`config.mk`:
```
export PLATFORM = sky130hd
export DESIGN_NAME = priority_rule_packet_filter
export DESIGN_NICKNAME = d
export VERILOG_FILES = /design/src/rtl/prpf_pkg.sv /design/src/rtl/priority_rule_packet_filter.sv /design/src/rtl/prpf_match_unit.sv /design/src/rtl/prpf_stats.sv
export VERILOG_INCLUDE_DIRS = /design/src /design/src/rtl
export SDC_FILE = /design/constraint.sdc
export NUM_CORES = 2
export LEC_CHECK = 0
export ABC_AREA = 0
export BUFFER_PORTS_ARGS = -buffer_cell sky130_fd_sc_hd__buf_2
export CAP_MARGIN = 5
export CORE_ASPECT_RATIO = 0.6
export CORE_MARGIN = 2
export CORE_UTILIZATION = 50
export CTS_BUF_LIST = sky130_fd_sc_hd__clkbuf_16
export DETAILED_ROUTE_END_ITERATION = 12
export PLACE_DENSITY_LB_ADDON = 0.1
export SYNTH_ARGS = -nofsm -noshare
export SYNTH_HDL_FRONTEND = slang
export SYNTH_SLANG_ARGS = --single-unit
```
`constraint.sdc`:
```
create_clock -name aclk -period 17.9 [get_ports aclk]
set_input_delay 0 -clock aclk [delete_from_list [all_inputs] [get_ports aclk]]
set_output_delay 0 -clock aclk [all_outputs]
set_load 0.01 [all_outputs]
```
`src/rtl/assert_macros.svh`:
```
// Assertion macros shared by the filter RTL.
`ifndef ASSERT_MACROS_SVH
`define ASSERT_MACROS_SVH

// Check that an expression holds at every clock edge out of reset.
`define ASSERT_ALWAYS(lbl, clk, rstn, expr, msg) \
    lbl: assert property (@(posedge clk) disable iff (!rstn) (expr)) else $error(msg);

// Check that a condition implies a consequence in the same cycle.
`define ASSERT_IMPLY(lbl, clk, rstn, ante, cons, msg) \
    lbl: assert property (@(posedge clk) disable iff (!rstn) (ante) |-> (cons)) \
        else $error(msg);

// Check that a condition implies a consequence in the next cycle.
`define ASSERT_NEXT(lbl, clk, rstn, ante, cons, msg) \
    lbl: assert property (@(posedge clk) disable iff (!rstn) (ante) |=> (cons)) \
        else $error(msg);

`endif

```
`src/rtl/prpf_pkg.sv`:
```
// Shared constants, types and field layout of the priority rule packet filter.
`timescale 1ns / 1ps

package prpf_pkg;

    // Table and log sizes.
    localparam int RULE_SLOTS = 64;
    localparam int LOG_LIMIT  = 256;

    localparam int SLOT_W = (RULE_SLOTS > 1) ? $clog2(RULE_SLOTS) : 1;
    localparam int CNT_W  = $clog2(RULE_SLOTS + 1);
    localparam int LOG_W  = $clog2(LOG_LIMIT + 1);

    // Field widths of the beats.
    localparam int DIR_W    = 2;
    localparam int ACT_W    = 2;
    localparam int PORT_W   = 17;
    localparam int PRIO_W   = 8;
    localparam int STATUS_W = 2;
    localparam int RSLOT_W  = 7;
    localparam int VERD_W   = 2;
    localparam int SEV_W    = 2;
    localparam int STAMP_W  = 8;
    localparam int HITS_W   = 16;
    localparam int TOTAL_W  = 24;
    localparam int FILL_W   = 9;

    localparam int S_TDATA_W = 32;
    localparam int M_TDATA_W = 120;

    // Opcodes carried in s_tuser.
    localparam logic OP_ADD  = 1'b0;
    localparam logic OP_EVAL = 1'b1;

    // Status codes carried in m_tuser.
    localparam logic [STATUS_W-1:0] STATUS_ADDED = 2'd0;
    localparam logic [STATUS_W-1:0] STATUS_FULL  = 2'd1;
    localparam logic [STATUS_W-1:0] STATUS_EVAL  = 2'd2;

    // Rule encodings.
    localparam logic [DIR_W-1:0]  DIR_BOTH     = 2'd2;
    localparam logic [PORT_W-1:0] PORT_ANY     = 17'h1FFFF;
    localparam logic [ACT_W-1:0]  ACT_ALLOW    = 2'b01;
    localparam logic [ACT_W-1:0]  ACT_INSPECT  = 2'b00;
    localparam logic [ACT_W-1:0]  ACT_RESERVED = 2'b10;
    localparam logic [ACT_W-1:0]  ACT_DENY     = 2'b11;

    // Start value, -1 as signed; only a rule of non-negative priority beats it.
    localparam logic [PRIO_W-1:0] PRIO_NONE = 8'hFF;

    // One stored rule.
    typedef struct packed {
        logic [DIR_W-1:0]  direction;
        logic [ACT_W-1:0]  action;
        logic [PORT_W-1:0] port;
        logic [PRIO_W-1:0] prio;
    } rule_t;

    // Best rule found so far by the scan.
    typedef struct packed {
        logic              found;
        logic [SLOT_W-1:0] slot;
        logic [ACT_W-1:0]  action;
        logic [PRIO_W-1:0] prio;
    } match_res_t;

    // Verdict totals and log fill.
    typedef struct packed {
        logic [TOTAL_W-1:0] allow;
        logic [TOTAL_W-1:0] deny;
        logic [TOTAL_W-1:0] inspect;
        logic [LOG_W-1:0]   fill;
    } stats_t;

endpackage

```
`src/rtl/priority_rule_packet_filter.sv`:
```
// Top level of the priority rule packet filter: sequencer, rule and hit memories.
`timescale 1ns / 1ps
//
// Usage: one request beat on the s_ channel gives exactly one result beat on
// the m_ channel. s_tuser selects the request: add a rule or evaluate a packet.
// An add beat writes the rule at the next free slot; once it is accepted the
// sequencer moves to its response state, which loads the output register and
// raises m_tvalid. An evaluate beat scans the held rules one per cycle
// through a single compare unit fed by the rule memory read port, then reads,
// bumps and writes back the hit counter of the winning rule and updates the
// verdict totals before the response state loads the result. Only one request
// is in flight: s_tready is high only while the sequencer is idle, so a new
// request is not taken before the last one has reached the output register.
// A finished result sits in the output register, so the next request is
// accepted while the receiver stalls; that request then holds in its last step
// until the output register frees. Reset empties the rule table and clears all
// totals and the log fill at once; no clearing pass is needed because a hit
// counter is zeroed when its rule is added.
//
module priority_rule_packet_filter
    import prpf_pkg::*;
(
    input  logic                 aclk,
    input  logic                 aresetn,
    input  logic                 s_tvalid,
    output logic                 s_tready,
    // direction[1:0], rule_action[3:2], port[20:4], priority_req[28:21]
    input  logic [S_TDATA_W-1:0] s_tdata,
    // opcode[0]
    input  logic                 s_tuser,
    output logic                 m_tvalid,
    input  logic                 m_tready,
    // rule_slot[6:0], verdict[8:7], severity[10:9], logged[11],
    // timestamp[19:12], rule_hits[35:20], allowed_total[59:36],
    // denied_total[83:60], inspected_total[107:84], entries_logged[116:108]
    output logic [M_TDATA_W-1:0] m_tdata,
    // status[1:0]
    output logic [STATUS_W-1:0]  m_tuser
);

`include "assert_macros.svh"

    typedef enum logic [4:0] {
        ST_IDLE   = 5'b00001,
        ST_SCAN   = 5'b00010,
        ST_HIT_RD = 5'b00100,
        ST_UPDATE = 5'b01000,
        ST_RESP   = 5'b10000
    } state_t;

    state_t state_reg;
    state_t state_next;

    // Memories.
    rule_t             rule_mem [RULE_SLOTS];
    logic [HITS_W-1:0] hit_mem  [RULE_SLOTS];

    // Control registers.
    logic [CNT_W-1:0]  rules_used_reg;
    logic [CNT_W-1:0]  rules_used_next;
    logic [CNT_W-1:0]  issue_cnt_reg;
    logic [CNT_W-1:0]  issue_cnt_next;
    logic              rd_valid_reg;
    logic              rd_valid_next;
    logic              m_tvalid_reg;
    logic              m_tvalid_next;

    // Payload registers.
    logic [SLOT_W-1:0]  rd_idx_reg;
    rule_t              rule_rd_reg;
    logic [HITS_W-1:0]  hit_rd_reg;
    logic [DIR_W-1:0]   pkt_dir_reg;
    logic [PORT_W-1:0]  pkt_port_reg;
    logic [STATUS_W-1:0] res_status_reg;
    logic [RSLOT_W-1:0] res_slot_reg;
    logic [VERD_W-1:0]  res_verdict_reg;
    logic               res_logged_reg;
    logic [STAMP_W-1:0] res_stamp_reg;
    logic [HITS_W-1:0]  res_hits_reg;
    logic [M_TDATA_W-1:0] m_tdata_reg;
    logic [STATUS_W-1:0]  m_tuser_reg;

    // Request fields.
    logic               req_accept;
    logic [DIR_W-1:0]   req_dir;
    logic [ACT_W-1:0]   req_act;
    logic [PORT_W-1:0]  req_port;
    logic [PRIO_W-1:0]  req_prio;
    logic               table_full;
    logic               add_go;
    rule_t              new_rule;

    // Datapath signals.
    logic               rd_en;
    logic               scan_clear;
    match_res_t         best;
    stats_t             stats;
    logic               tally;
    logic [VERD_W-1:0]  eval_verdict;
    logic [HITS_W-1:0]  hit_sat;
    logic               out_free;
    logic               out_load;

    // Request unpacking.
    assign req_accept = s_tvalid && s_tready;
    assign req_dir    = s_tdata[1:0];
    assign req_act    = s_tdata[3:2];
    assign req_port   = s_tdata[20:4];
    assign req_prio   = s_tdata[28:21];
    assign table_full = rules_used_reg >= CNT_W'(RULE_SLOTS);
    assign add_go     = req_accept && (s_tuser == OP_ADD) && !table_full;

    // The reserved action pattern is stored as inspect.
    always_comb begin
        new_rule.direction = req_dir;
        new_rule.action    = (req_act == ACT_RESERVED) ? ACT_INSPECT : req_act;
        new_rule.port      = req_port;
        new_rule.prio      = req_prio;
    end

    assign s_tready = (state_reg == ST_IDLE);
    assign rd_en    = (state_reg == ST_SCAN) && (issue_cnt_reg < rules_used_reg);
    assign scan_clear = req_accept && (s_tuser == OP_EVAL);
    assign tally    = (state_reg == ST_UPDATE);
    assign eval_verdict = best.found ? best.action : ACT_DENY;
    assign hit_sat  = (hit_rd_reg != '1) ? hit_rd_reg + 1'b1 : hit_rd_reg;
    assign out_free = !m_tvalid_reg || m_tready;
    assign out_load = (state_reg == ST_RESP) && out_free;

    // Sequencer.
    always_comb begin
        state_next      = state_reg;
        rules_used_next = rules_used_reg;
        issue_cnt_next  = issue_cnt_reg;
        rd_valid_next   = rd_en;
        m_tvalid_next   = m_tvalid_reg;
        if (m_tready) begin
            m_tvalid_next = 1'b0;
        end
        if (out_load) begin
            m_tvalid_next = 1'b1;
        end
        unique case (state_reg)
            ST_IDLE: begin
                if (req_accept) begin
                    if (s_tuser == OP_EVAL) begin
                        issue_cnt_next = '0;
                        state_next     = ST_SCAN;
                    end else begin
                        if (!table_full) begin
                            rules_used_next = rules_used_reg + 1'b1;
                        end
                        state_next = ST_RESP;
                    end
                end
            end
            ST_SCAN: begin
                if (rd_en) begin
                    issue_cnt_next = issue_cnt_reg + 1'b1;
                end else if (!rd_valid_reg) begin
                    state_next = ST_HIT_RD;
                end
            end
            ST_HIT_RD: begin
                state_next = ST_UPDATE;
            end
            ST_UPDATE: begin
                state_next = ST_RESP;
            end
            ST_RESP: begin
                if (out_free) begin
                    state_next = ST_IDLE;
                end
            end
            default: begin
                state_next = ST_IDLE;
            end
        endcase
    end

    always_ff @(posedge aclk) begin
        if (!aresetn) begin
            state_reg      <= ST_IDLE;
            rules_used_reg <= '0;
            issue_cnt_reg  <= '0;
            rd_valid_reg   <= 1'b0;
            m_tvalid_reg   <= 1'b0;
        end else begin
            state_reg      <= state_next;
            rules_used_reg <= rules_used_next;
            issue_cnt_reg  <= issue_cnt_next;
            rd_valid_reg   <= rd_valid_next;
            m_tvalid_reg   <= m_tvalid_next;
        end
    end

    // Rule memory: written by an add, read once per scan step.
    always_ff @(posedge aclk) begin
        if (add_go) begin
            rule_mem[rules_used_reg[SLOT_W-1:0]] <= new_rule;
        end
        if (rd_en) begin
            rule_rd_reg <= rule_mem[issue_cnt_reg[SLOT_W-1:0]];
            rd_idx_reg  <= issue_cnt_reg[SLOT_W-1:0];
        end
    end

    // Hit counter memory: zeroed when a rule is added, bumped by a win.
    always_ff @(posedge aclk) begin
        if (add_go) begin
            hit_mem[rules_used_reg[SLOT_W-1:0]] <= '0;
        end else if (tally && best.found) begin
            hit_mem[best.slot] <= hit_sat;
        end
        if (state_reg == ST_HIT_RD) begin
            hit_rd_reg <= hit_mem[best.slot];
        end
    end

    prpf_match_unit u_match (
        .aclk       (aclk),
        .aresetn    (aresetn),
        .clear      (scan_clear),
        .rule_valid (rd_valid_reg),
        .rule       (rule_rd_reg),
        .cand_slot  (rd_idx_reg),
        .pkt_dir    (pkt_dir_reg),
        .pkt_port   (pkt_port_reg),
        .best       (best)
    );

    prpf_stats u_stats (
        .aclk    (aclk),
        .aresetn (aresetn),
        .tally   (tally),
        .verdict (eval_verdict),
        .stats   (stats)
    );

    // Result fields, set at request time for an add and after the scan
    // for an evaluate.
    always_ff @(posedge aclk) begin
        if (req_accept) begin
            pkt_dir_reg     <= req_dir;
            pkt_port_reg    <= req_port;
            res_verdict_reg <= ACT_INSPECT;
            res_logged_reg  <= 1'b0;
            res_stamp_reg   <= '0;
            res_hits_reg    <= '0;
            if (s_tuser == OP_EVAL) begin
                res_status_reg <= STATUS_EVAL;
                res_slot_reg   <= '1;
            end else if (table_full) begin
                res_status_reg <= STATUS_FULL;
                res_slot_reg   <= '1;
            end else begin
                res_status_reg <= STATUS_ADDED;
                res_slot_reg   <= RSLOT_W'(rules_used_reg[SLOT_W-1:0]);
            end
        end else if (tally) begin
            res_verdict_reg <= eval_verdict;
            res_slot_reg    <= best.found ? RSLOT_W'(best.slot) : '1;
            res_hits_reg    <= best.found ? hit_sat : '0;
            if (stats.fill < LOG_W'(LOG_LIMIT)) begin
                res_logged_reg <= 1'b1;
                res_stamp_reg  <= STAMP_W'(stats.fill);
            end
        end
    end

    // Output register; severity follows the verdict code.
    always_ff @(posedge aclk) begin
        if (out_load) begin
            m_tuser_reg <= res_status_reg;
            m_tdata_reg <= {3'b000,
                            FILL_W'(stats.fill),
                            stats.inspect,
                            stats.deny,
                            stats.allow,
                            res_hits_reg,
                            res_stamp_reg,
                            res_logged_reg,
                            res_verdict_reg,
                            res_verdict_reg,
                            res_slot_reg};
        end
    end

    assign m_tvalid = m_tvalid_reg;
    assign m_tdata  = m_tdata_reg;
    assign m_tuser  = m_tuser_reg;

    // Checks on table bookkeeping, scan bounds and counters.
    `ASSERT_ALWAYS(a_table_bound, aclk, aresetn, rules_used_reg <= CNT_W'(RULE_SLOTS), "rule count over table size")
    `ASSERT_IMPLY(a_scan_bound, aclk, aresetn, rd_en, issue_cnt_reg < rules_used_reg, "scan read past last rule")
    `ASSERT_IMPLY(a_best_prio, aclk, aresetn, best.found, !best.prio[PRIO_W-1], "negative priority rule won")
    `ASSERT_IMPLY(a_hit_nonzero, aclk, aresetn, tally && best.found, hit_sat != '0, "hit count of winner is zero")
    `ASSERT_NEXT(a_add_count, aclk, aresetn, add_go, rules_used_reg == $past(rules_used_reg) + 1'b1, "add did not take a slot")
    `ASSERT_ALWAYS(a_log_bound, aclk, aresetn, stats.fill <= LOG_W'(LOG_LIMIT), "log fill over limit")

endmodule

```
`src/rtl/prpf_match_unit.sv`:
```
// Shared rule compare unit: tests one rule a cycle and keeps the best match.
`timescale 1ns / 1ps

module prpf_match_unit
    import prpf_pkg::*;
(
    input  logic              aclk,
    input  logic              aresetn,
    input  logic              clear,
    input  logic              rule_valid,
    input  rule_t             rule,
    input  logic [SLOT_W-1:0] cand_slot,
    input  logic [DIR_W-1:0]  pkt_dir,
    input  logic [PORT_W-1:0] pkt_port,
    output match_res_t        best
);

    match_res_t best_reg;
    match_res_t best_next;
    logic       dir_hit;
    logic       port_hit;
    logic       prio_win;

    // Direction and port match, then a strict priority compare so the lower
    // index keeps a tie.
    always_comb begin
        dir_hit   = (rule.direction == DIR_BOTH) || (rule.direction == pkt_dir);
        port_hit  = (rule.port == PORT_ANY) || (rule.port == pkt_port);
        prio_win  = $signed(rule.prio) > $signed(best_reg.prio);
        best_next = best_reg;
        if (clear) begin
            best_next.found  = 1'b0;
            best_next.slot   = '0;
            best_next.action = ACT_DENY;
            best_next.prio   = PRIO_NONE;
        end else if (rule_valid && dir_hit && port_hit && prio_win) begin
            best_next.found  = 1'b1;
            best_next.slot   = cand_slot;
            best_next.action = rule.action;
            best_next.prio   = rule.prio;
        end
    end

    always_ff @(posedge aclk) begin
        if (!aresetn) begin
            best_reg.found  <= 1'b0;
            best_reg.slot   <= '0;
            best_reg.action <= ACT_DENY;
            best_reg.prio   <= PRIO_NONE;
        end else begin
            best_reg <= best_next;
        end
    end

    assign best = best_reg;

endmodule

```
`src/rtl/prpf_stats.sv`:
```
// Saturating verdict totals and the event log fill counter.
`timescale 1ns / 1ps

module prpf_stats
    import prpf_pkg::*;
(
    input  logic             aclk,
    input  logic             aresetn,
    input  logic             tally,
    input  logic [VERD_W-1:0] verdict,
    output stats_t           stats
);

    stats_t stats_reg;
    stats_t stats_next;

    // Bump the total that matches the verdict and take a log entry if room.
    always_comb begin
        stats_next = stats_reg;
        if (tally) begin
            if (verdict == ACT_ALLOW) begin
                if (stats_reg.allow != '1) begin
                    stats_next.allow = stats_reg.allow + 1'b1;
                end
            end else if (verdict == ACT_DENY) begin
                if (stats_reg.deny != '1) begin
                    stats_next.deny = stats_reg.deny + 1'b1;
                end
            end else begin
                if (stats_reg.inspect != '1) begin
                    stats_next.inspect = stats_reg.inspect + 1'b1;
                end
            end
            if (stats_reg.fill < LOG_W'(LOG_LIMIT)) begin
                stats_next.fill = stats_reg.fill + 1'b1;
            end
        end
    end

    always_ff @(posedge aclk) begin
        if (!aresetn) begin
            stats_reg <= '0;
        end else begin
            stats_reg <= stats_next;
        end
    end

    assign stats = stats_reg;

endmodule
```
## Yosys cells after proc, flatten, opt, wreduce, memory -nomap -nowiden

Memories as Yosys holds them, arrays and structs flattened. A register that Yosys moved wholly into a read port is not among the register bits.
Cells that the tools add are included.

- Register bits after elaboration: 299
- RAM bits: 2880
- Logic and storage cells: 121
- Memories: 2

- Add/subtract/negate cells: 7
- Magnitude comparators: 4
- Equality and inequality tests: 22
- Muxes and demuxes: 30
- Bitwise gates (word level): 5
- Reductions and logical operators: 27

Memory list:

| memory | depth | width | read ports | clocked after memory_dff | write ports | RTL line | RTL |
|---|---|---|---|---|---|---|---|
| rule_mem | 64 | 29 | 1 | 1 | 1 | priority_rule_packet_filter.sv:55 | `rule_t rule_mem [RULE_SLOTS];` |
| hit_mem | 64 | 16 | 1 | 1 | 1 | priority_rule_packet_filter.sv:56 | `logic [HITS_W-1:0] hit_mem [RULE_SLOTS];` |

Operators with widths:

| cell | count |
|---|---|
| 24-bit by 1-bit adder with 24-bit output, second input constant | 3 |
| 24-bit inequality test, second input constant | 3 |
| 7-bit two-way mux | 8 |
| 16-bit two-way mux | 3 |
| 5-bit two-way mux | 5 |
| 5-bit case mux with 5 select lines | 1 |
| 4-bit AND reduction | 5 |
| 17-bit == test | 1 |
| 17-bit == test, second input constant | 1 |
| 16-bit by 1-bit adder with 16-bit output, second input constant | 1 |
| 16-bit inequality test, second input constant | 1 |
| 16-bit OR reduction | 1 |
| 7-bit by 1-bit adder with 7-bit output, second input constant | 2 |
| 7-bit case mux with 2 select lines | 1 |
| 1-bit logical AND | 10 |
| 9-bit by 1-bit adder with 9-bit output, second input constant | 1 |
| 9-bit less-than comparator, second input constant | 1 |
| 1-bit two-way mux | 9 |
| 8-bit greater-than comparator | 1 |
| 2-bit inequality test, second input constant | 4 |
| 7-bit >= comparator, second input constant | 1 |
| 7-bit less-than comparator | 1 |
| 2-bit == test, second input constant | 3 |
| 6-bit two-way mux | 1 |
| other kinds (16) | 27 |

## Longest topological paths before layout

- Depth in word-level cells: 8
- Depth in mapped cells: 10
- Mapped depth without buffers: 8

## Cells and area by module

A second synthesis with hierarchy kept.

- Cell total of the unflattened synthesis: 5897
- Area, all modules: 123450.9 µm²

By module, submodules not included:

| module | instances | cells an instance | area each (µm²) | seq. area each (µm²) |
|---|---|---|---|---|
| priority_rule_packet_filter | 1 | 5281 | 118197.1 | 93329.5 |
| prpf_stats | 1 | 482 | 4093.9 | 1621.6 |
| prpf_match_unit | 1 | 134 | 1159.9 | 340.3 |

## Worst setup path after synthesis

OpenSTA, ideal clock, no wires.

- Kind: register -> register
- Start: reg state_reg[3]
- End: reg m_tdata_reg[0] (netlist: m_tdata[0]) (enable)
- Data arrival time: 6.041 ns
- Data required time: 17.292 ns
- Slack: 11.252 ns
- Cell stages (with the launch flop): 5
- Clock period less this slack: 6.648 ns
- Cells stage by stage: dfxtp_1 -> buf_2 -> nor3_1 -> nand3b_1 -> nor2b_1

- Word-level cells in the longest chain between the ends: 2

Ends and longest elaborated chain:

| element | RTL line | RTL |
|---|---|---|
| from (decl) | priority_rule_packet_filter.sv:51 | `state_t state_reg;` |
| from (signal assigned) | priority_rule_packet_filter.sv:189 | `state_reg <= state_next;` |
| 5-bit == test | priority_rule_packet_filter.sv:128 | `assign out_load = (state_reg == ST_RESP) && out_free;` |
| 1-bit logical AND | priority_rule_packet_filter.sv:128 |  |
| to (signal assigned) | priority_rule_packet_filter.sv:275 | `m_tdata_reg <= {3'b000,` |
| to (decl) | priority_rule_packet_filter.sv:80 | `logic [M_TDATA_W-1:0] m_tdata_reg;` |

No other way between the ends.
A chain may end at the register's enable or synchronous reset.

==> impl_metrics.env <==
export IMPL_outcome="finished clean"
export IMPL_path_class="flop to flop"
export IMPL_postSynthAreaPerCell_sq_um=21.8
export IMPL_layout_drive_gt1_share_pct=27.6
export IMPL_worstPathArrival_ps=6380
export IMPL_setup_slack_ps=12100
export IMPL_core_area_sq_mm=0.246
export IMPL_synth_seq_cells=3222
export IMPL_period_minus_slack_ps=5800
export IMPL_start_util_pct=50.1
export IMPL_cts_sinks=3222
export IMPL_final_nets=6120
export IMPL_critPathLaunchType="flop"
export IMPL_final_core_util_pct=56.4
export IMPL_power_mw=14.6
export IMPL_reg2reg_slack_ps=12100
export IMPL_grt_setup_unrepaired="false"
export IMPL_die_area_sq_mm=0.250
export IMPL_required_ps=18480
export IMPL_place_hpwl_mm=179
export IMPL_die_w_microns=645
export IMPL_fmax_ghz=0.172
export IMPL_synth_distinct_cells=66
export IMPL_critPathMaxFanout=41
export IMPL_drt_wirelength_per_cell_microns=32.4
export IMPL_grt_pass1_wl_mm=437
export IMPL_drc=0
export IMPL_fin_crit_sh_pct=32.4
export IMPL_cts_htree_levels=5
export IMPL_min_to="res_status_reg[1]"
export IMPL_setup_violations=0
export IMPL_vdd_drop_max_mv=0.0662
export IMPL_hold_ws_ps=109
export IMPL_io_pins=161
export IMPL_drt_iter0_drc=8027
export IMPL_r2r_cells=8
export IMPL_ctsResizeCount=0
export IMPL_io_buffers=154
export IMPL_num_antenna_cells=0
export IMPL_pre_cts_slack_ps=11950
export IMPL_cts_root_buffer="clkbuf_16"
export IMPL_ys_flop_type="edfxtp_1"
export IMPL_finalMaxSlewViolations=0
export IMPL_die_y_microns=388
export IMPL_grt_pass1_vias=58000
export IMPL_netlist_area_leader_share_pct=75.0
export IMPL_wl_mm=310
export IMPL_ant_nets=0
export IMPL_synth_cells=5644
export IMPL_place_congestion=0.816
export IMPL_leakage_nw=44.5
export IMPL_vias_per_cell=6.26
export IMPL_synth_top_cell_by_area="edfxtp_1"
export IMPL_hp_class="primary input to flop"
export IMPL_finalSetupTns_ps=0
export IMPL_cap_viol_max_count=0
export IMPL_grt_max_degree=112
export IMPL_num_rows=141
export IMPL_worstMarginPinSlew_ps=1390
export IMPL_skew_ps=40.9
export IMPL_nFillCells=18100
export IMPL_rr_startpoint="u_match.best[10]"
export IMPL_drt_pass1_iter_count=5
export IMPL_yosysMostFrequentCell="edfxtp_1"
export IMPL_antenna_found_initial=16
export IMPL_cts_tree="built"
export IMPL_clk_pin_slew_ps=70
export IMPL_async_reset_ff_share_pct=0
export IMPL_synth_edf_count=3076
export IMPL_synth_warnings=0
export IMPL_synth_area_sq_mm=0.123
export IMPL_grt_overflow=0
export IMPL_vias=60000
export IMPL_grtUsageTotal_pct=24.7
export IMPL_hp_start="s_tuser"
export IMPL_clk_path_buf_depth=4
export IMPL_finalHoldViolations=0
export IMPL_r2r_end="hit_rd_reg[11]"
export IMPL_yosys_top_cells_area="edfxtp_1 75%, mux4_2 15%, dfxtp_1 2.4%"
export IMPL_hold_depth=2
export IMPL_numCtsBuffers=299
export IMPL_power_density_mw_per_mm2=105
export IMPL_syn2layout_area_growth_pct=12.5
export IMPL_slew_headroom_pct=6.18
export IMPL_critPathCaptureType="flop"
export IMPL_ys_seq_area_share_pct=77.4
export IMPL_yosys_top_cells_count="3,076 x edfxtp_1, 835 x mux4_2, 250 x nor2_1"
export IMPL_insertion_delay_ps=860
export IMPL_largest_reg_flops=1856
## cells by family (layout without fill, tap and decap cells)
kind of cell | Yosys count | in the layout | synth area share [%]
other | 1 | 3 | 0.00305
adder cells (fa/ha/maj) | 22 | 22 | 0.224
XOR/XNOR | 95 | 95 | 0.676
multiplexers | 905 | 905 | 15.9
AND/OR/NAND/NOR | 685 | 685 | 2.68
AO/OA/AOI/OAI | 389 | 389 | 2.01
buffers and inverters | 325 | 964 | 1.16
flip-flops | 3222 | 3222 | 77.4
## metrics by stage
| stage | std cells | cell area (sq um) |
|---|---|---|
| finish | 9574 | 139000 |
| CTS | 9573 | 139000 |
| floorplan | 5646 | 123000 |
| global placement | 9012 | 129000 |
| detailed placement | 9012 | 129000 |
| global route | 9574 | 139000 |
## cell type report
class                   instances  area (sq um)  area share, %
flip-flops and latches       3222         95300           68.8
multi-input cells            2099         27100           19.5
clock inverters               214          1320          0.955
repair buffers                410          2820           2.04
clock buffers                 311          7780           5.62
inverters                      29           110         0.0795
well taps                    3289          4120           2.97
## critical path: stages, from the launching register on
cell and delay (ps):
dfxtp_4 830, buf_4 670, buf_4 760, buf_4 560, buf_4 750, mux4_2 610, mux4_2 480, nor2b_1 570
o31ai_1 110
## worst max path at each step
stage	startpoint	endpoint	slack (ps)	cells past startpoint
floorplan	state_reg[3]	m_tdata[0]	11250	4
global placement	u_match.best[10]	hit_rd_reg[11]	12010	8
detailed placement	u_match.best[10]	hit_rd_reg[3]	11950	8
CTS	u_match.best[10]	hit_rd_reg[3]	11950	8
global route	u_match.best[10]	hit_rd_reg[11]	11540	8
finish	u_match.best[10]	hit_rd_reg[11]	12100	8
## cells in the final DEF (no fill, tap or decap), types with 15 or more instances in the layout
| cell type | n |
|---|---|
| mux4_2 | 835 |
| or3_1 | 15 |
| mux2_2 | 22 |
| dfxtp_1 | 135 |
| bufinv_16 | 15 |
| o21ai_0 | 44 |
| nand2_1 | 130 |
| a21oi_1 | 132 |
| xor2_1 | 59 |
| nor3_1 | 21 |
| nor2_1 | 165 |
| a211oi_1 | 45 |
| nor2_4 | 74 |
| nor2b_1 | 50 |
| buf_4 | 217 |
| and3_1 | 21 |
| buf_2 | 154 |
| nand3_1 | 76 |
| clkinv_1 | 79 |
| nand2b_1 | 17 |
| inv_1 | 96 |
| clkinv_2 | 36 |
| dlygate4sd3_1 | 36 |
| mux2i_1 | 48 |
| ha_1 | 22 |
| nand4_1 | 39 |
| xnor2_1 | 36 |
| a22oi_1 | 88 |
| edfxtp_1 | 3076 |
| clkbuf_16 | 311 |
## power breakdown
group	internal (mW)	switching, mW	leakage (nW)	total [mW]
combinational	0.0803	0.204	8.60	0.285
sequential	8.25	0.0180	31.1	8.27
clock	3.35	2.71	4.73	6.07
total	11.7	2.93	44.5	14.6
## what timing repair did
action,CTS,global route
hold endpoints to repair,1793,0
setup buffers,0,0
hold buffers,36,0
## layer usage
metal / up-vias / wire [microns] / global-route usage, %
li1: 24400 / - / -
met3: 372 / 29700 / 5.27
met1: 32400 / 146000 / 41.5
met4: 6 / 5060 / 4.44
met5: - / 161 / 0.381
met2: 2710 / 129000 / 33.3
No activity file was read; power rests on OpenSTA's default activity.
